<file path="src/rtl/ddo_pkg.sv">
// shared types and constants of the differential drive odometry block
// no dependencies; used by ddo_muldiv, ddo_cordic and the top level through scoped names
`timescale 1ns / 1ps

package ddo_pkg;

  localparam int NUM_WHEELS = 4;

  // configuration register indexes
  localparam logic [1:0] REG_WHEEL_RADIUS = 2'd0;
  localparam logic [1:0] REG_INV_WIDTH    = 2'd1;
  localparam logic [1:0] REG_MAX_GAP      = 2'd2;

  localparam logic [15:0] RADIUS_RST    = 16'd17480;
  localparam logic [15:0] INV_WIDTH_RST = 16'd4096;
  localparam logic [31:0] MAX_GAP_RST   = 32'd100000;

  // angles in q3.13 and rad * 2^16
  localparam logic [15:0]        PI_Q13      = 16'd25736;
  localparam logic [15:0]        TWO_PI_Q13  = 16'd51472;
  localparam logic signed [19:0] PI_Q16      = 20'sd205887;
  localparam logic signed [19:0] HALF_PI_Q16 = 20'sd102944;

  localparam int                 CORDIC_STEPS = 16;
  localparam logic signed [31:0] CORDIC_X0    = 32'sd652032874;
  localparam logic signed [15:0] TRIG_MAX     = 16'sd16384;

  localparam logic signed [15:0] STILL_LIMIT = 16'sd1;

  // rounding divisors and their halves
  localparam logic [31:0] POS_DIV    = 32'd256000000;
  localparam logic [31:0] POS_HALF   = 32'd128000000;
  localparam logic [31:0] ANGLE_DIV  = 32'd125000;
  localparam logic [31:0] ANGLE_HALF = 32'd62500;

  typedef enum logic {
    MD_MUL,
    MD_DIV
  } md_op_e;

  typedef struct packed {
    logic   start;
    md_op_e op;
  } md_ctrl_t;

  function automatic logic signed [19:0] atan_q16(input logic [3:0] idx);
    logic signed [19:0] r;
    case (idx)
      4'd0:    r = 20'sd51472;
      4'd1:    r = 20'sd30386;
      4'd2:    r = 20'sd16055;
      4'd3:    r = 20'sd8150;
      4'd4:    r = 20'sd4091;
      4'd5:    r = 20'sd2047;
      4'd6:    r = 20'sd1024;
      4'd7:    r = 20'sd512;
      4'd8:    r = 20'sd256;
      4'd9:    r = 20'sd128;
      4'd10:   r = 20'sd64;
      4'd11:   r = 20'sd32;
      4'd12:   r = 20'sd16;
      4'd13:   r = 20'sd8;
      4'd14:   r = 20'sd4;
      default: r = 20'sd2;
    endcase
    return r;
  endfunction

  // speed slot (fl, rl, fr, rr) feeding each joint angle (rl, rr, fl, fr)
  function automatic logic [1:0] joint_src(input logic [1:0] k);
    logic [1:0] r;
    case (k)
      2'd0:    r = 2'd1;
      2'd1:    r = 2'd3;
      2'd2:    r = 2'd0;
      default: r = 2'd2;
    endcase
    return r;
  endfunction

endpackage

</file>
<file path="src/rtl/ddo_muldiv.sv">
// bit-serial multiply and restoring divide unit, one bit per cycle
// depends on ddo_pkg for the control struct and op codes
`timescale 1ns / 1ps

module ddo_muldiv (
  input  logic              clk_i,
  input  logic              rst_ni,
  input  ddo_pkg::md_ctrl_t ctrl_i,
  input  logic [63:0]       opa_i,
  input  logic [31:0]       opb_i,
  output logic              done_o,
  output logic [63:0]       res_o,
  output logic [31:0]       rem_o
);

  localparam logic [5:0] MUL_LAST = 6'd31;
  localparam logic [5:0] DIV_LAST = 6'd63;

  logic             busy_q;
  logic             done_q;
  ddo_pkg::md_op_e  op_q;
  logic [5:0]       cnt_q;
  logic [63:0]      acc_q;
  logic [63:0]      sh_q;
  logic [31:0]      b_q;
  logic [31:0]      rem_q;
  logic [32:0]      trial;
  logic [32:0]      diff;
  logic             fits;

  // partial remainder stays below the divisor, so bit 32 of diff is the borrow
  assign trial = {rem_q, sh_q[63]};
  assign diff  = trial - {1'b0, b_q};
  assign fits  = ~diff[32];

  always_ff @(posedge clk_i or negedge rst_ni) begin
    if (!rst_ni) begin
      busy_q <= 1'b0;
      done_q <= 1'b0;
      op_q   <= ddo_pkg::MD_MUL;
      cnt_q  <= '0;
    end else begin
      done_q <= 1'b0;
      if (ctrl_i.start) begin
        busy_q <= 1'b1;
        op_q   <= ctrl_i.op;
        cnt_q  <= (ctrl_i.op == ddo_pkg::MD_DIV) ? DIV_LAST : MUL_LAST;
      end else if (busy_q) begin
        cnt_q <= cnt_q - 6'd1;
        if (cnt_q == '0) begin
          busy_q <= 1'b0;
          done_q <= 1'b1;
        end
      end
    end
  end

  always_ff @(posedge clk_i) begin
    if (ctrl_i.start) begin
      acc_q <= '0;
      sh_q  <= opa_i;
      b_q   <= opb_i;
      rem_q <= '0;
    end else if (busy_q) begin
      if (op_q == ddo_pkg::MD_MUL) begin
        if (b_q[0]) begin
          acc_q <= acc_q + sh_q;
        end
        sh_q <= {sh_q[62:0], 1'b0};
        b_q  <= {1'b0, b_q[31:1]};
      end else begin
        rem_q <= fits ? diff[31:0] : trial[31:0];
        sh_q  <= {sh_q[62:0], fits};
      end
    end
  end

  assign done_o = done_q;
  assign res_o  = (op_q == ddo_pkg::MD_DIV) ? sh_q : acc_q;
  assign rem_o  = rem_q;

endmodule

</file>
<file path="src/rtl/ddo_cordic.sv">
// iterative cordic giving sine and cosine in q1.14, one rotation per cycle
// depends on ddo_pkg for the arctangent table and angle constants
`timescale 1ns / 1ps

module ddo_cordic (
  input  logic               clk_i,
  input  logic               rst_ni,
  input  logic               start_i,
  input  logic signed [19:0] angle_i,
  output logic               done_o,
  output logic signed [15:0] sin_o,
  output logic signed [15:0] cos_o
);

  localparam logic [3:0] LAST_STEP = 4'(ddo_pkg::CORDIC_STEPS - 1);

  logic               busy_q;
  logic               fin_q;
  logic               done_q;
  logic [3:0]         step_q;
  logic signed [31:0] x_q;
  logic signed [31:0] y_q;
  logic signed [19:0] z_q;
  logic               flip_q;
  logic signed [15:0] sin_q;
  logic signed [15:0] cos_q;
  logic signed [31:0] xs;
  logic signed [31:0] ys;
  logic signed [19:0] atan_v;

  // round half away from zero to q1.14 and clamp, sign flipped when folded
  function automatic logic signed [15:0] round14(input logic signed [31:0] v,
                                                 input logic flip);
    logic [31:0] mag;
    logic [32:0] sum;
    logic [16:0] q;
    logic        neg;
    mag = v[31] ? 32'(-v) : 32'(v);
    sum = {1'b0, mag} + 33'd32768;
    q   = sum[32:16];
    if (q > 17'(ddo_pkg::TRIG_MAX)) begin
      q = 17'(ddo_pkg::TRIG_MAX);
    end
    neg = v[31] ^ flip;
    return neg ? 16'(-q) : 16'(q);
  endfunction

  assign xs     = x_q >>> step_q;
  assign ys     = y_q >>> step_q;
  assign atan_v = ddo_pkg::atan_q16(step_q);

  always_ff @(posedge clk_i or negedge rst_ni) begin
    if (!rst_ni) begin
      busy_q <= 1'b0;
      fin_q  <= 1'b0;
      done_q <= 1'b0;
      step_q <= '0;
    end else begin
      done_q <= 1'b0;
      fin_q  <= 1'b0;
      if (start_i) begin
        busy_q <= 1'b1;
        step_q <= '0;
      end else if (busy_q) begin
        step_q <= step_q + 4'd1;
        if (step_q == LAST_STEP) begin
          busy_q <= 1'b0;
          fin_q  <= 1'b1;
        end
      end else if (fin_q) begin
        done_q <= 1'b1;
      end
    end
  end

  always_ff @(posedge clk_i) begin
    if (start_i) begin
      x_q <= ddo_pkg::CORDIC_X0;
      y_q <= '0;
      // fold about +-pi/2
      if (angle_i > ddo_pkg::HALF_PI_Q16) begin
        z_q    <= angle_i - ddo_pkg::PI_Q16;
        flip_q <= 1'b1;
      end else if (angle_i < -ddo_pkg::HALF_PI_Q16) begin
        z_q    <= angle_i + ddo_pkg::PI_Q16;
        flip_q <= 1'b1;
      end else begin
        z_q    <= angle_i;
        flip_q <= 1'b0;
      end
    end else if (busy_q) begin
      if (z_q >= 0) begin
        x_q <= x_q - ys;
        y_q <= y_q + xs;
        z_q <= z_q - atan_v;
      end else begin
        x_q <= x_q + ys;
        y_q <= y_q - xs;
        z_q <= z_q + atan_v;
      end
    end else if (fin_q) begin
      sin_q <= round14(y_q, flip_q);
      cos_q <= round14(x_q, flip_q);
    end
  end

  assign done_o = done_q;
  assign sin_o  = sin_q;
  assign cos_o  = cos_q;

endmodule

</file>
<file path="src/rtl/diff_drive_odometry_integrator_unit.sv">
// differential drive odometry integrator, top level
// a rejected gap skips the arithmetic, and a robot that stands still skips the joint
// angle steps; one item in flight, the next accepted once the result is registered,
// and a stalled result holds off the input; one shared bit-serial multiply/divide unit
// reset (async, active low): registers to defaults, pose, twist and angles to zero
// depends on ddo_pkg, ddo_muldiv and ddo_cordic
`timescale 1ns / 1ps

module diff_drive_odometry_integrator_unit (
  input  logic               clk_i,
  input  logic               rst_ni,
  input  logic               cfg_we_i,
  input  logic [1:0]         cfg_idx_i,
  input  logic [31:0]        cfg_data_i,
  input  logic               in_valid_i,
  output logic               in_stall_o,
  input  logic [31:0]        timestamp_us_i,
  input  logic signed [15:0] front_left_speed_i,
  input  logic signed [15:0] rear_left_speed_i,
  input  logic signed [15:0] front_right_speed_i,
  input  logic signed [15:0] rear_right_speed_i,
  output logic               out_valid_o,
  input  logic               out_stall_i,
  output logic               valid_res_o,
  output logic signed [31:0] pos_x_o,
  output logic signed [31:0] pos_y_o,
  output logic signed [15:0] quat_z_o,
  output logic signed [15:0] quat_w_o,
  output logic signed [15:0] linear_velocity_o,
  output logic signed [15:0] angular_velocity_o,
  output logic               moving_o,
  output logic signed [15:0] joint_angle_rear_left_o,
  output logic signed [15:0] joint_angle_rear_right_o,
  output logic signed [15:0] joint_angle_front_left_o,
  output logic signed [15:0] joint_angle_front_right_o
);

  localparam int WIDX_W = $clog2(ddo_pkg::NUM_WHEELS);
  localparam logic [WIDX_W-1:0] LAST_WHEEL = WIDX_W'(ddo_pkg::NUM_WHEELS - 1);

  localparam logic [3:0] S_IDLE  = 4'd0;
  localparam logic [3:0] S_CHECK = 4'd1;
  localparam logic [3:0] S_LIN   = 4'd2;
  localparam logic [3:0] S_ANG1  = 4'd3;
  localparam logic [3:0] S_ANG2  = 4'd4;
  localparam logic [3:0] S_TRIG1 = 4'd5;
  localparam logic [3:0] S_DP1   = 4'd6;
  localparam logic [3:0] S_DP2   = 4'd7;
  localparam logic [3:0] S_DP3   = 4'd8;
  localparam logic [3:0] S_STEP1 = 4'd9;
  localparam logic [3:0] S_STEP2 = 4'd10;
  localparam logic [3:0] S_WRAP  = 4'd11;
  localparam logic [3:0] S_TRIG2 = 4'd12;
  localparam logic [3:0] S_PUT   = 4'd13;

  // configuration
  logic [15:0] radius_q;
  logic [15:0] inv_width_q;
  logic [31:0] max_gap_q;

  // odometry state
  logic               started_q;
  logic [31:0]        last_time_q;
  logic [31:0]        pos_x_q;
  logic [31:0]        pos_y_q;
  logic signed [15:0] heading_q;
  logic signed [15:0] twist_lin_q;
  logic signed [15:0] twist_ang_q;
  logic signed [15:0] wa_q [ddo_pkg::NUM_WHEELS];

  // per item work registers
  logic [3:0]         state_q;
  logic signed [15:0] sp_q [ddo_pkg::NUM_WHEELS];
  logic [31:0]        gap_q;
  logic signed [15:0] lin_q;
  logic signed [15:0] ang_q;
  logic               neg_q;
  logic               axis_q;
  logic               tgt_wheel_q;
  logic [WIDX_W-1:0]  widx_q;
  logic               wneg_q;
  logic               moving_q;
  logic               res_ok_q;

  // requests to the arithmetic units
  ddo_pkg::md_ctrl_t  md_ctrl_q;
  logic [63:0]        md_a_q;
  logic [31:0]        md_b_q;
  logic               cs_start_q;
  logic signed [19:0] cs_z_q;

  logic               md_done;
  logic [63:0]        md_res;
  logic [31:0]        md_rem;
  logic               cs_done;
  logic signed [15:0] cs_sin;
  logic signed [15:0] cs_cos;

  // result register
  logic               out_valid_q;
  logic               out_res_q;
  logic [31:0]        out_pos_x_q;
  logic [31:0]        out_pos_y_q;
  logic signed [15:0] out_qz_q;
  logic signed [15:0] out_qw_q;
  logic signed [15:0] out_lin_q;
  logic signed [15:0] out_ang_q;
  logic               out_moving_q;
  logic signed [15:0] out_wa_q [ddo_pkg::NUM_WHEELS];

  logic               in_take;
  logic               out_take;
  logic               out_free;
  logic [31:0]        gap_d;
  logic signed [16:0] sum_l;
  logic signed [16:0] sum_r;
  logic signed [17:0] sum_all;
  logic signed [17:0] sum_diff;
  logic [17:0]        all_mag;
  logic [17:0]        diff_mag;
  logic [35:0]        lin_rnd;
  logic [50:0]        ang_rnd;
  logic [31:0]        lin_mag;
  logic [31:0]        ang_mag;
  logic [31:0]        dp_delta;
  logic signed [15:0] step_base;
  logic signed [33:0] step_mag;
  logic signed [33:0] step_sum;
  logic [33:0]        wrap_mag;
  logic [15:0]        wrap_rem;
  logic [15:0]        wrap_pos;
  logic signed [15:0] wrap_val;
  logic               moving_d;
  logic [WIDX_W-1:0]  nxt_widx;
  logic signed [15:0] nxt_speed;

  function automatic logic [15:0] mag16(input logic signed [15:0] v);
    return v[15] ? 16'(-v) : 16'(v);
  endfunction

  function automatic logic signed [15:0] sat16(input logic neg, input logic [31:0] mag);
    logic signed [15:0] r;
    if (!neg) begin
      r = (mag > 32'd32767) ? 16'sh7fff : 16'(mag);
    end else begin
      r = (mag > 32'd32768) ? 16'sh8000 : 16'(-mag);
    end
    return r;
  endfunction

  function automatic logic signed [19:0] z_times8(input logic signed [15:0] h);
    return {h[15], h, 3'b000};
  endfunction

  function automatic logic signed [19:0] z_times4(input logic signed [15:0] h);
    return {h[15], h[15], h, 2'b00};
  endfunction

  assign in_stall_o = (state_q != S_IDLE);
  assign in_take    = in_valid_i & ~in_stall_o;
  assign out_take   = out_valid_q & ~out_stall_i;
  assign out_free   = ~out_valid_q | out_take;

  assign gap_d = started_q ? (timestamp_us_i - last_time_q) : '0;

  // wheel sums and rounding of the twist products
  assign sum_l    = 17'(sp_q[0]) + 17'(sp_q[1]);
  assign sum_r    = 17'(sp_q[2]) + 17'(sp_q[3]);
  assign sum_all  = 18'(sum_l) + 18'(sum_r);
  assign sum_diff = 18'(sum_r) - 18'(sum_l);
  assign all_mag  = sum_all[17] ? 18'(-sum_all) : 18'(sum_all);
  assign diff_mag = sum_diff[17] ? 18'(-sum_diff) : 18'(sum_diff);
  assign lin_rnd  = md_res[35:0] + 36'h0_0002_0000;
  assign ang_rnd  = md_res[50:0] + (51'd1 << 28);
  assign lin_mag  = {14'd0, lin_rnd[35:18]};
  assign ang_mag  = {10'd0, ang_rnd[50:29]};

  assign dp_delta = neg_q ? (32'd0 - md_res[31:0]) : md_res[31:0];

  // angle step: base plus rounded increment, then offset by pi for the wrap
  assign step_base = tgt_wheel_q ? wa_q[widx_q] : heading_q;
  assign step_mag  = signed'({2'b00, md_res[31:0]});
  assign step_sum  = 34'(step_base) + (neg_q ? -step_mag : step_mag)
                     + signed'(34'(ddo_pkg::PI_Q13));
  assign wrap_mag  = step_sum[33] ? 34'(-step_sum) : 34'(step_sum);
  assign wrap_rem  = md_rem[15:0];
  assign wrap_pos  = (wneg_q && (wrap_rem != '0)) ? (ddo_pkg::TWO_PI_Q13 - wrap_rem)
                                                  : wrap_rem;
  assign wrap_val  = signed'(wrap_pos - ddo_pkg::PI_Q13);

  assign moving_d = (lin_q > ddo_pkg::STILL_LIMIT) || (lin_q < -ddo_pkg::STILL_LIMIT) ||
                    (ang_q > ddo_pkg::STILL_LIMIT) || (ang_q < -ddo_pkg::STILL_LIMIT);

  assign nxt_widx  = tgt_wheel_q ? (widx_q + WIDX_W'(1)) : '0;
  assign nxt_speed = sp_q[ddo_pkg::joint_src(nxt_widx)];

  always_ff @(posedge clk_i or negedge rst_ni) begin
    if (!rst_ni) begin
      radius_q    <= ddo_pkg::RADIUS_RST;
      inv_width_q <= ddo_pkg::INV_WIDTH_RST;
      max_gap_q   <= ddo_pkg::MAX_GAP_RST;
    end else if (cfg_we_i) begin
      case (cfg_idx_i)
        ddo_pkg::REG_WHEEL_RADIUS: radius_q    <= cfg_data_i[15:0];
        ddo_pkg::REG_INV_WIDTH:    inv_width_q <= cfg_data_i[15:0];
        ddo_pkg::REG_MAX_GAP:      max_gap_q   <= cfg_data_i;
        default: ;
      endcase
    end
  end

  always_ff @(posedge clk_i or negedge rst_ni) begin
    if (!rst_ni) begin
      state_q     <= S_IDLE;
      started_q   <= 1'b0;
      last_time_q <= '0;
      pos_x_q     <= '0;
      pos_y_q     <= '0;
      heading_q   <= '0;
      twist_lin_q <= '0;
      twist_ang_q <= '0;
      for (int k = 0; k < ddo_pkg::NUM_WHEELS; k++) begin
        wa_q[k] <= '0;
        sp_q[k] <= '0;
      end
      gap_q       <= '0;
      lin_q       <= '0;
      ang_q       <= '0;
      neg_q       <= 1'b0;
      axis_q      <= 1'b0;
      tgt_wheel_q <= 1'b0;
      widx_q      <= '0;
      wneg_q      <= 1'b0;
      moving_q    <= 1'b0;
      res_ok_q    <= 1'b0;
      md_ctrl_q   <= '{start: 1'b0, op: ddo_pkg::MD_MUL};
      md_a_q      <= '0;
      md_b_q      <= '0;
      cs_start_q  <= 1'b0;
      cs_z_q      <= '0;
    end else begin
      md_ctrl_q.start <= 1'b0;
      cs_start_q      <= 1'b0;
      case (state_q)
        S_IDLE: begin
          if (in_take) begin
            sp_q[0]     <= front_left_speed_i;
            sp_q[1]     <= rear_left_speed_i;
            sp_q[2]     <= front_right_speed_i;
            sp_q[3]     <= rear_right_speed_i;
            gap_q       <= gap_d;
            started_q   <= 1'b1;
            last_time_q <= timestamp_us_i;
            state_q     <= S_CHECK;
          end
        end
        S_CHECK: begin
          if (gap_q > max_gap_q) begin
            res_ok_q <= 1'b0;
            state_q  <= S_PUT;
          end else begin
            md_ctrl_q <= '{start: 1'b1, op: ddo_pkg::MD_MUL};
            md_a_q    <= 64'(all_mag);
            md_b_q    <= 32'(radius_q);
            state_q   <= S_LIN;
          end
        end
        S_LIN: begin
          if (md_done) begin
            lin_q     <= sat16(sum_all[17], lin_mag);
            md_ctrl_q <= '{start: 1'b1, op: ddo_pkg::MD_MUL};
            md_a_q    <= 64'(diff_mag);
            md_b_q    <= 32'(radius_q);
            state_q   <= S_ANG1;
          end
        end
        S_ANG1: begin
          if (md_done) begin
            md_ctrl_q <= '{start: 1'b1, op: ddo_pkg::MD_MUL};
            md_a_q    <= md_res;
            md_b_q    <= 32'(inv_width_q);
            state_q   <= S_ANG2;
          end
        end
        S_ANG2: begin
          if (md_done) begin
            ang_q      <= sat16(sum_diff[17], ang_mag);
            cs_start_q <= 1'b1;
            cs_z_q     <= z_times8(heading_q);
            state_q    <= S_TRIG1;
          end
        end
        S_TRIG1: begin
          if (cs_done) begin
            md_ctrl_q <= '{start: 1'b1, op: ddo_pkg::MD_MUL};
            md_a_q    <= 64'(mag16(cs_cos));
            md_b_q    <= 32'(mag16(twist_lin_q));
            neg_q     <= cs_cos[15] ^ twist_lin_q[15];
            axis_q    <= 1'b0;
            state_q   <= S_DP1;
          end
        end
        S_DP1: begin
          if (md_done) begin
            md_ctrl_q <= '{start: 1'b1, op: ddo_pkg::MD_MUL};
            md_a_q    <= md_res;
            md_b_q    <= gap_q;
            state_q   <= S_DP2;
          end
        end
        S_DP2: begin
          if (md_done) begin
            md_ctrl_q <= '{start: 1'b1, op: ddo_pkg::MD_DIV};
            md_a_q    <= md_res + 64'(ddo_pkg::POS_HALF);
            md_b_q    <= ddo_pkg::POS_DIV;
            state_q   <= S_DP3;
          end
        end
        S_DP3: begin
          if (md_done) begin
            md_ctrl_q <= '{start: 1'b1, op: ddo_pkg::MD_MUL};
            if (!axis_q) begin
              pos_x_q <= pos_x_q + dp_delta;
              md_a_q  <= 64'(mag16(cs_sin));
              md_b_q  <= 32'(mag16(twist_lin_q));
              neg_q   <= cs_sin[15] ^ twist_lin_q[15];
              axis_q  <= 1'b1;
              state_q <= S_DP1;
            end else begin
              // yaw step from the yaw rate held before this item
              pos_y_q     <= pos_y_q + dp_delta;
              md_a_q      <= 64'(mag16(twist_ang_q));
              md_b_q      <= gap_q;
              neg_q       <= twist_ang_q[15];
              tgt_wheel_q <= 1'b0;
              state_q     <= S_STEP1;
            end
          end
        end
        S_STEP1: begin
          if (md_done) begin
            md_ctrl_q <= '{start: 1'b1, op: ddo_pkg::MD_DIV};
            md_a_q    <= md_res + 64'(ddo_pkg::ANGLE_HALF);
            md_b_q    <= ddo_pkg::ANGLE_DIV;
            state_q   <= S_STEP2;
          end
        end
        S_STEP2: begin
          if (md_done) begin
            wneg_q    <= step_sum[33];
            md_ctrl_q <= '{start: 1'b1, op: ddo_pkg::MD_DIV};
            md_a_q    <= 64'(wrap_mag);
            md_b_q    <= 32'(ddo_pkg::TWO_PI_Q13);
            state_q   <= S_WRAP;
          end
        end
        S_WRAP: begin
          if (md_done) begin
            if (!tgt_wheel_q) begin
              heading_q   <= wrap_val;
              twist_lin_q <= lin_q;
              twist_ang_q <= ang_q;
              moving_q    <= moving_d;
              if (moving_d) begin
                md_ctrl_q   <= '{start: 1'b1, op: ddo_pkg::MD_MUL};
                md_a_q      <= 64'(mag16(nxt_speed));
                md_b_q      <= gap_q;
                neg_q       <= nxt_speed[15];
                widx_q      <= nxt_widx;
                tgt_wheel_q <= 1'b1;
                state_q     <= S_STEP1;
              end else begin
                cs_start_q <= 1'b1;
                cs_z_q     <= z_times4(wrap_val);
                state_q    <= S_TRIG2;
              end
            end else begin
              wa_q[widx_q] <= wrap_val;
              if (widx_q == LAST_WHEEL) begin
                cs_start_q <= 1'b1;
                cs_z_q     <= z_times4(heading_q);
                state_q    <= S_TRIG2;
              end else begin
                md_ctrl_q <= '{start: 1'b1, op: ddo_pkg::MD_MUL};
                md_a_q    <= 64'(mag16(nxt_speed));
                md_b_q    <= gap_q;
                neg_q     <= nxt_speed[15];
                widx_q    <= nxt_widx;
                state_q   <= S_STEP1;
              end
            end
          end
        end
        S_TRIG2: begin
          if (cs_done) begin
            res_ok_q <= 1'b1;
            state_q  <= S_PUT;
          end
        end
        S_PUT: begin
          if (out_free) begin
            state_q <= S_IDLE;
          end
        end
        default: state_q <= S_IDLE;
      endcase
    end
  end

  // result register, a rejected gap gives an all zero item
  always_ff @(posedge clk_i or negedge rst_ni) begin
    if (!rst_ni) begin
      out_valid_q <= 1'b0;
    end else if ((state_q == S_PUT) && out_free) begin
      out_valid_q <= 1'b1;
    end else if (out_take) begin
      out_valid_q <= 1'b0;
    end
  end

  always_ff @(posedge clk_i) begin
    if ((state_q == S_PUT) && out_free) begin
      out_res_q    <= res_ok_q;
      out_pos_x_q  <= res_ok_q ? pos_x_q : '0;
      out_pos_y_q  <= res_ok_q ? pos_y_q : '0;
      out_qz_q     <= res_ok_q ? cs_sin : '0;
      out_qw_q     <= res_ok_q ? cs_cos : '0;
      out_lin_q    <= res_ok_q ? twist_lin_q : '0;
      out_ang_q    <= res_ok_q ? twist_ang_q : '0;
      out_moving_q <= res_ok_q & moving_q;
      for (int k = 0; k < ddo_pkg::NUM_WHEELS; k++) begin
        out_wa_q[k] <= res_ok_q ? wa_q[k] : '0;
      end
    end
  end

  ddo_muldiv u_muldiv (
    .clk_i  (clk_i),
    .rst_ni (rst_ni),
    .ctrl_i (md_ctrl_q),
    .opa_i  (md_a_q),
    .opb_i  (md_b_q),
    .done_o (md_done),
    .res_o  (md_res),
    .rem_o  (md_rem)
  );

  ddo_cordic u_cordic (
    .clk_i   (clk_i),
    .rst_ni  (rst_ni),
    .start_i (cs_start_q),
    .angle_i (cs_z_q),
    .done_o  (cs_done),
    .sin_o   (cs_sin),
    .cos_o   (cs_cos)
  );

  assign out_valid_o               = out_valid_q;
  assign valid_res_o               = out_res_q;
  assign pos_x_o                   = out_pos_x_q;
  assign pos_y_o                   = out_pos_y_q;
  assign quat_z_o                  = out_qz_q;
  assign quat_w_o                  = out_qw_q;
  assign linear_velocity_o         = out_lin_q;
  assign angular_velocity_o        = out_ang_q;
  assign moving_o                  = out_moving_q;
  assign joint_angle_rear_left_o   = out_wa_q[0];
  assign joint_angle_rear_right_o  = out_wa_q[1];
  assign joint_angle_front_left_o  = out_wa_q[2];
  assign joint_angle_front_right_o = out_wa_q[3];

endmodule

</file>
<file path="config.mk">
export PLATFORM = sky130hd
export DESIGN_NAME = diff_drive_odometry_integrator_unit
export DESIGN_NICKNAME = d
export VERILOG_FILES = /design/src/rtl/ddo_pkg.sv /design/src/rtl/ddo_muldiv.sv /design/src/rtl/ddo_cordic.sv /design/src/rtl/diff_drive_odometry_integrator_unit.sv
export SDC_FILE = /design/constraint.sdc
export NUM_CORES = 2
export LEC_CHECK = 0
export BUFFER_PORTS_ARGS = -buffer_cell sky130_fd_sc_hd__clkbuf_2
export CORE_AREA = 2 2 561 563
export DETAILED_ROUTE_END_ITERATION = 6
export DIE_AREA = 0 0 563 565
export GPL_ROUTABILITY_DRIVEN = 0
export PLACE_DENSITY = 0.47
export SETUP_SLACK_MARGIN = 0.2
export SLEW_MARGIN = 40
export SYNTH_ARGS = -nofsm -noshare
export SYNTH_HDL_FRONTEND = slang
export SYNTH_SLANG_ARGS = --single-unit
export TNS_END_PERCENT = 50
</file>
<file path="constraint.sdc">
create_clock -name clk_i -period 20.7 [get_ports clk_i]
set_input_delay 2.07 -clock clk_i [delete_from_list [all_inputs] [get_ports clk_i]]
set_output_delay 2.07 -clock clk_i [all_outputs]
set_load 0.02 [all_outputs]
</file>
**After elaboration in Yosys (flattened, before gate mapping)**

Memories as Yosys holds them, arrays and structs flattened.
Cells that the tools add are included.

- Output and inout bits: 196
- Bits in writable memories: 64
- ROM bits: 256
- Bits of input ports: 135
- Flip-flop bits (word level): 988
- Memories kept: 2

- Bitwise operators: 19
- Shifts and indexed selects: 2
- Reduce and logical (&&, ||, !) cells: 52
- Multiplexer cells: 178
- $lt $le $gt $ge: 17
- Equal/unequal tests: 44
- $add $sub $neg: 46

Memory list:

| name | words | width | read ports | clocked after Yosys merged registers in | write ports | RTL line | RTL |
|---|---|---|---|---|---|---|---|
| (name not given) | 16 | 16 | 1 | 0 | 0 | ddo_pkg.sv:48 | `case (idx)` |
| out_wa_q | 4 | 16 | 4 | 0 | 4 | diff_drive_odometry_integrator_unit.sv:109 | `logic signed [15:0] out_wa_q [ddo_pkg::NUM_WHEELS];` |

Operators by type and width:

| kind | number |
|---|---|
| 2-to-1 mux 64 bit | 15 |
| 2-to-1 mux 32 bit | 24 |
| case mux 64 bit (9 select lines) | 1 |
| 2-to-1 mux 16 bit | 33 |
| case mux 32 bit (10 select lines) | 1 |
| 2-to-1 mux 20 bit | 10 |
| negator 16 bit | 9 |
| adder 32 bit | 4 |
| subtractor 32 bit | 3 |
| 2-to-1 mux 4 bit | 18 |
| 2-to-1 mux 34 bit | 2 |
| adder 32 x 16 -> 33 bit, second input constant | 2 |
| adder 64 x 16 -> 64 bit, second input constant | 1 |
| adder 64 x 27 -> 64 bit, second input constant | 1 |
| adder 64 bit | 1 |
| binary-select mux 16 bit (select 2 bit) | 2 |
| bitwise mux 64 bit | 1 |
| negator 32 bit | 2 |
| >>> shifter 32 x 4 -> 32 bit | 2 |
| case mux 4 bit (14 select lines) | 1 |
| adder 51 x 29 -> 51 bit, second input constant | 1 |
| 2-to-1 mux 1 bit | 42 |
| case mux 20 bit (2 select lines) | 1 |
| adder 36 x 18 -> 36 bit, second input constant | 1 |
| 78 further kinds | 180 |

**Longest topological paths before layout**

- Depth in word-level cells: 14
- Mapped depth: 37
- Depth with buffers taken out: 28

**By module**

Synthesis repeated with hierarchy kept, for this count alone.

- Cell total of the unflattened synthesis: 9129
- Area total of the unflattened synthesis: 80706.2 sq um

By module, submodules not included:

| module | sequential area each (sq um) | instances | area each (sq um) | cells an instance |
|---|---|---|---|---|
| diff_drive_odometry_integrator_unit | 19102.1 | 1 | 48979.5 | 5398 |
| ddo_cordic | 3047.9 | 1 | 17391.7 | 2121 |
| ddo_muldiv | 5029.8 | 1 | 14335.0 | 1610 |

**Worst setup path before layout**

Ideal clock, no wire load.

- Path type: input port to flip-flop
- Start: in out_stall_i
- End: reg out_ang_q[0] (netlist: angular_velocity_o[0]), enable pin
- Setup time: 1.025 ns
- Path slack: 3.656 ns
- Cell stages on the path: 2
- Arrival: 16.019 ns
- Path buffers: 0
- Data required time: 19.675 ns
- Cells stage by stage: nand2_1 > nor3b_1

- Longest elaborated chain between the ends: 4

Ends and longest elaborated chain:

| what | RTL line | RTL |
|---|---|---|
| start: declaration | diff_drive_odometry_integrator_unit.sv:23 | `input logic out_stall_i,` |
| inverter 1 bit | diff_drive_odometry_integrator_unit.sv:161 | `assign out_take = out_valid_q & ~out_stall_i;` |
| bitwise AND 1 bit | diff_drive_odometry_integrator_unit.sv:161 |  |
| bitwise OR 1 bit | diff_drive_odometry_integrator_unit.sv:162 | `assign out_free = ~out_valid_q \| out_take;` |
| logical AND 1 bit | diff_drive_odometry_integrator_unit.sv:422 | `if ((state_q == S_PUT) && out_free) begin` |
| end signal: assignment | diff_drive_odometry_integrator_unit.sv:429 | `out_ang_q <= res_ok_q ? twist_ang_q : '0;` |
| end: declaration | diff_drive_odometry_integrator_unit.sv:107 | `logic signed [15:0] out_ang_q;` |

No other way between the ends.
A chain may end at the register's enable or synchronous reset.

**Worst setup path in the final report**

- Start: reg u_muldiv.op_q
- End: reg md_a_q[9]

- Longest elaborated chain between the ends: 9

Ends and longest elaborated chain:

| what | RTL line | RTL |
|---|---|---|
| start: declaration | ddo_muldiv.sv:21 | `ddo_pkg::md_op_e op_q;` |
| start signal: assignment | ddo_muldiv.sv:40 | `op_q <= ddo_pkg::MD_MUL;` |
| start signal: assignment | ddo_muldiv.sv:46 | `op_q <= ctrl_i.op;` |
| 2-to-1 mux 64 bit * | ddo_muldiv.sv:79 | `assign res_o = (op_q == ddo_pkg::MD_DIV) ? sh_q : acc_q;` |
| negator 32 -> 34 bit | diff_drive_odometry_integrator_unit.sv:183 | `assign step_sum = 34'(step_base) + (neg_q ? -step_mag : step_mag)` |
| 2-to-1 mux 34 bit | diff_drive_odometry_integrator_unit.sv:183 |  |
| adder 16 x 34 -> 34 bit | diff_drive_odometry_integrator_unit.sv:183 |  |
| adder 34 x 16 -> 34 bit | diff_drive_odometry_integrator_unit.sv:184 | `+ signed'(34'(ddo_pkg::PI_Q13));` |
| negator 34 bit | diff_drive_odometry_integrator_unit.sv:185 | `assign wrap_mag = step_sum[33] ? 34'(-step_sum) : 34'(step_sum);` |
| 2-to-1 mux 34 bit | diff_drive_odometry_integrator_unit.sv:185 |  |
| 2-to-1 mux 64 bit | diff_drive_odometry_integrator_unit.sv:349 | `if (md_done) begin` |
| case mux 64 bit (9 select lines) * | diff_drive_odometry_integrator_unit.sv:244 | `case (state_q)` |
| end signal: assignment | diff_drive_odometry_integrator_unit.sv:343 | `md_a_q <= md_res + 64'(ddo_pkg::ANGLE_HALF);` |
| end signal: assignment | diff_drive_odometry_integrator_unit.sv:352 | `md_a_q <= 64'(wrap_mag);` |
| end signal: assignment | diff_drive_odometry_integrator_unit.sv:366 | `md_a_q <= 64'(mag16(nxt_speed));` |
| end: declaration | diff_drive_odometry_integrator_unit.sv:87 | `logic [63:0] md_a_q;` |

Mark *: on every way between the ends. The rest lies on a longest branch, timed or not. The select of a mux whose other input is x is not followed.

==> flow_metrics.py <==
metrics = {
    "pwr": {
        "p_comb_share_pct": 66.1,
        "p_clk_share_pct": 14.3,
        "power_density_nw_per_um2": 195,
        "ir_worst_vdd_mv": 0.241,
        "swShare_pct": 52.1,
        "cellLeakagePower_uw": 0.0364,
        "p_seq_share_pct": 19.7,
        "internal_power_uw": 8270,
        "p_sw_uw": 8990,
    },
    "clocking": {
        "cts_post_setup_buffers_inserted": 0,
        "clk_path_buf_depth": 4,
        "cts_hold_buffers": 0,
        "cts-buffers-inserted": 143,
        "clk_pin_slew_ps": 60,
        "cts-root-buf": "clkbuf_16",
        "cts_max_level": 4,
        "cts_tree": "done",
        "insertion_delay_ps": 850,
        "cts_resized": 0,
        "clock_sinks": 1049,
    },
    "sta": {
        "rsz0062_at_grt": "no",
        "skew_ps": 82.4,
        "clock.fmax_ghz": 0.126,
        "fin_crit_sh_pct": 38.5,
        "final_max_slew_viol_count": 0,
        "period_needed_ps": 7960,
        "hold_violations": 0,
        "finalSetupViolations": 0,
        "setup-tns-final_ps": 0,
        "tightest_slew_ps": 920,
        "max-slew-margin-rel_pct": 38.7,
    },
    "logic_synthesis": {
        "syn-cell-area_um2": 77600,
        "synth_seq_cells": 1049,
        "synth_cell_type_count": 115,
        "ys_seq_area_share_pct": 35.0,
        "async_reset_ff_share_pct": 52.0,
        "synth_area_per_cell_um2": 8.67,
        "synth_fp_nets": 9575,
        "synth_cells": 8946,
        "synth-edff-count": 343,
        "yosysWarningCount": 0,
        "ys.flop_type": "dfrtp_1",
    },
    "outcome": {
        "status": "completed",
    },
    "place": {
        "place_area_um2": 83800,
        "dp_cells": 13100,
        "dp_hpwl_um": 228000,
        "portBuffers": 330,
    },
    "floorplanning": {
        "fp.dieW_um": 563,
        "rows": 205,
        "die_area_um2": 318000,
        "io_pins": 331,
        "core_area_um2": 311000,
        "start_util_pct": 24.9,
        "die_h_um": 565,
    },
    "final_layout": {
        "nets": 9721,
        "final_cell_area_um2": 88400,
        "layout_common_cells": "nand2_1, o21ai_0, nor2_1",
        "final_common_cell": "nand2_1",
        "drive_gt1_share_pct": 12.0,
        "final_cells": 13400,
        "syn2layout_area_growth_pct": 14.0,
    },
    "critical_path": {
        "crit_arrival_ps": 8660,
        "endpoint_kind": "register",
        "critical_path_class": "reg2reg",
        "reg2reg_depth": 24,
        "crit_fanout": 49,
        "start_kind": "register",
        "cp.required_ps": 21400,
    },
    "routing": {
        "ant_nets": 0,
        "vias": 68600,
        "wl_um": 296000,
        "viasPerCell": 5.14,
        "drt_iter0_markers": 6164,
        "wl_per_cell_um": 22.1,
        "dr.pass1.iters": 6,
        "drc_errors": 0,
    },
    "global_routing": {
        "grt_overflow": 0,
        "grtUsageTotal_pct": 18.0,
        "grt_pass1_wl_um": 437000,
        "grt_pass1_vias": 66100,
        "antenna_found_initial": 24,
        "grt_max_degree": 85,
    },
    "job": {
        "max_cap_viol_count": 0,
    },
    "hold_path": {
        "whs_path_depth": 1,
        "hold_path_class": "reg2reg",
    },
}
[sequential cells by signal, indices dropped and copies added (netlist names), 17 cells and up]
signal,flops
md_a_q,64
out_wa_q,64
sp_q,64
u_muldiv.acc_q,64
u_muldiv.sh_q,64
wa_q,64
gap_q,32
last_time_q,32
max_gap_q,32
md_b_q,32
pos_x_o,32
pos_x_q,32
pos_y_o,32
pos_y_q,32
u_cordic.x_q,32
u_cordic.y_q,32
u_muldiv.b_q,32
u_muldiv.rem_o,32
u_cordic.z_q,20
cs_z_q,17
[cell usage after synthesis, types with 31 or more instances]
cell / n / area share (%)
a211oi_1: 94 / 0.91
a21boi_0: 31 / 0.30
a21o_1: 159 / 1.5
a21oi_1: 564 / 3.6
a31oi_1: 78 / 0.63
and2_1: 251 / 2.0
and3_1: 71 / 0.57
clkbuf_1: 369 / 1.8
dfrtp_1: 535 / 17
dfxtp_1: 160 / 4.1
edfxtp_1: 343 / 13
ha_1: 481 / 7.8
inv_1: 373 / 1.8
mux2_2: 193 / 2.8
mux2i_1: 163 / 2.1
mux4_2: 71 / 2.1
nand2_1: 1297 / 6.3
nand2b_1: 85 / 0.69
nand3_1: 181 / 1.2
nand4_1: 57 / 0.46
nor2_1: 645 / 3.1
nor2b_1: 74 / 0.60
nor3_1: 156 / 1.0
nor4_1: 50 / 0.40
o211ai_1: 64 / 0.62
o21a_1: 58 / 0.56
o21ai_0: 732 / 4.7
o21ai_1: 43 / 0.28
o21bai_1: 64 / 0.62
o221ai_1: 34 / 0.38
o22ai_1: 58 / 0.47
o31ai_1: 79 / 0.76
or2_2: 41 / 0.33
or3_1: 58 / 0.47
xnor2_1: 451 / 5.1
xor2_1: 271 / 3.1
[critical path: stages (launching register included)]
cell	delay, ps
dfrtp_4	740
buf_4	670
buf_4	680
mux2i_1	570
ha_1	280
nand3_1	190
nor2_1	200
nor2b_1	70
xnor2_1	280
ha_1	300
ha_1	360
inv_1	140
o21bai_1	100
a21oi_1	180
o21ai_0	100
a21oi_1	170
nand2_1	120
o221a_2	340
o21ai_0	350
o21ai_0	240
o41ai_2	550
or2_2	590
nor2_1	130
xnor2_1	210
o211ai_1	100
[final timing paths]
path | startpoint | endpoint | slack [ps]
min reg2reg | pos_x_q[31] | pos_x_q[31] | 460
max | u_muldiv.op_q | md_a_q[9] | 12740
min in group asynchronous | rst_ni | wa_q[53] | 1240
max reg2reg | u_muldiv.op_q | md_a_q[9] | 12740
max in group asynchronous | rst_ni | sp_q[36] | 16310
min | pos_x_q[31] | pos_x_q[31] | 460
[stage by stage]
step	worst slack, ps	util (%)	power [uW]	hold slack, ps
6_report	12740	28.4	17300	465
5_1_grt	12140	28.4	18500	480
4_1_cts	12590	28.4	17100	464
3_5_place_dp	12600	26.9	14500	454
3_3_place_gp	12560	26.8	14400	452
2_1_floorplan	3660	-	11100	431
[power by group through the flow]
stage          sequential [uW]  combinational (uW)  clock (uW)
2_1_floorplan             3100                7970           0
3_3_place_gp              3400               11000           0
3_5_place_dp              3410               11100           0
4_1_cts                   3380               11200        2540
5_1_grt                   3460               12400        2610
6_report                  3390               11400        2470
[kinds of logic (layout without fill, tap and decap cells)]
family                     after synthesis  count (layout)  synth area share [%]
AOI/OAI and AO/OA                     2332            2332                  18.7
xor gates and xnor gates               723             723                  8.17
adders and majority gates              495             495                  8.10
buffers and inverters                  821            1078                  4.19
DFF                                   1049            1049                  35.0
muxes                                  441             441                  7.39
other                                    0              10                     0
and+or+nand+nor                       3085            3085                  18.5
[final cells by class]
cell class | instances | area [um^2]
Multi-Input combinational cell | 7076 | 47500
Clock inverter | 60 | 564
Tap cell | 4140 | 5180
Timing Repair Buffer | 442 | 2570
Fill cell | 33100 | 223000
Sequential cell | 1049 | 27200
Inverter | 380 | 1430
Antenna cell | 10 | 25.0
Clock buffer | 196 | 3980
[layer usage]
metal	share of wire, %	track usage [%]	vias up
met4	3.6	6.03	4
li1	-	-	32200
met2	44	28.2	2443
met5	0.0091	0	-
met1	45	24.8	33500
met3	7.2	3.33	438
Power figures use the tool's default switching activity.
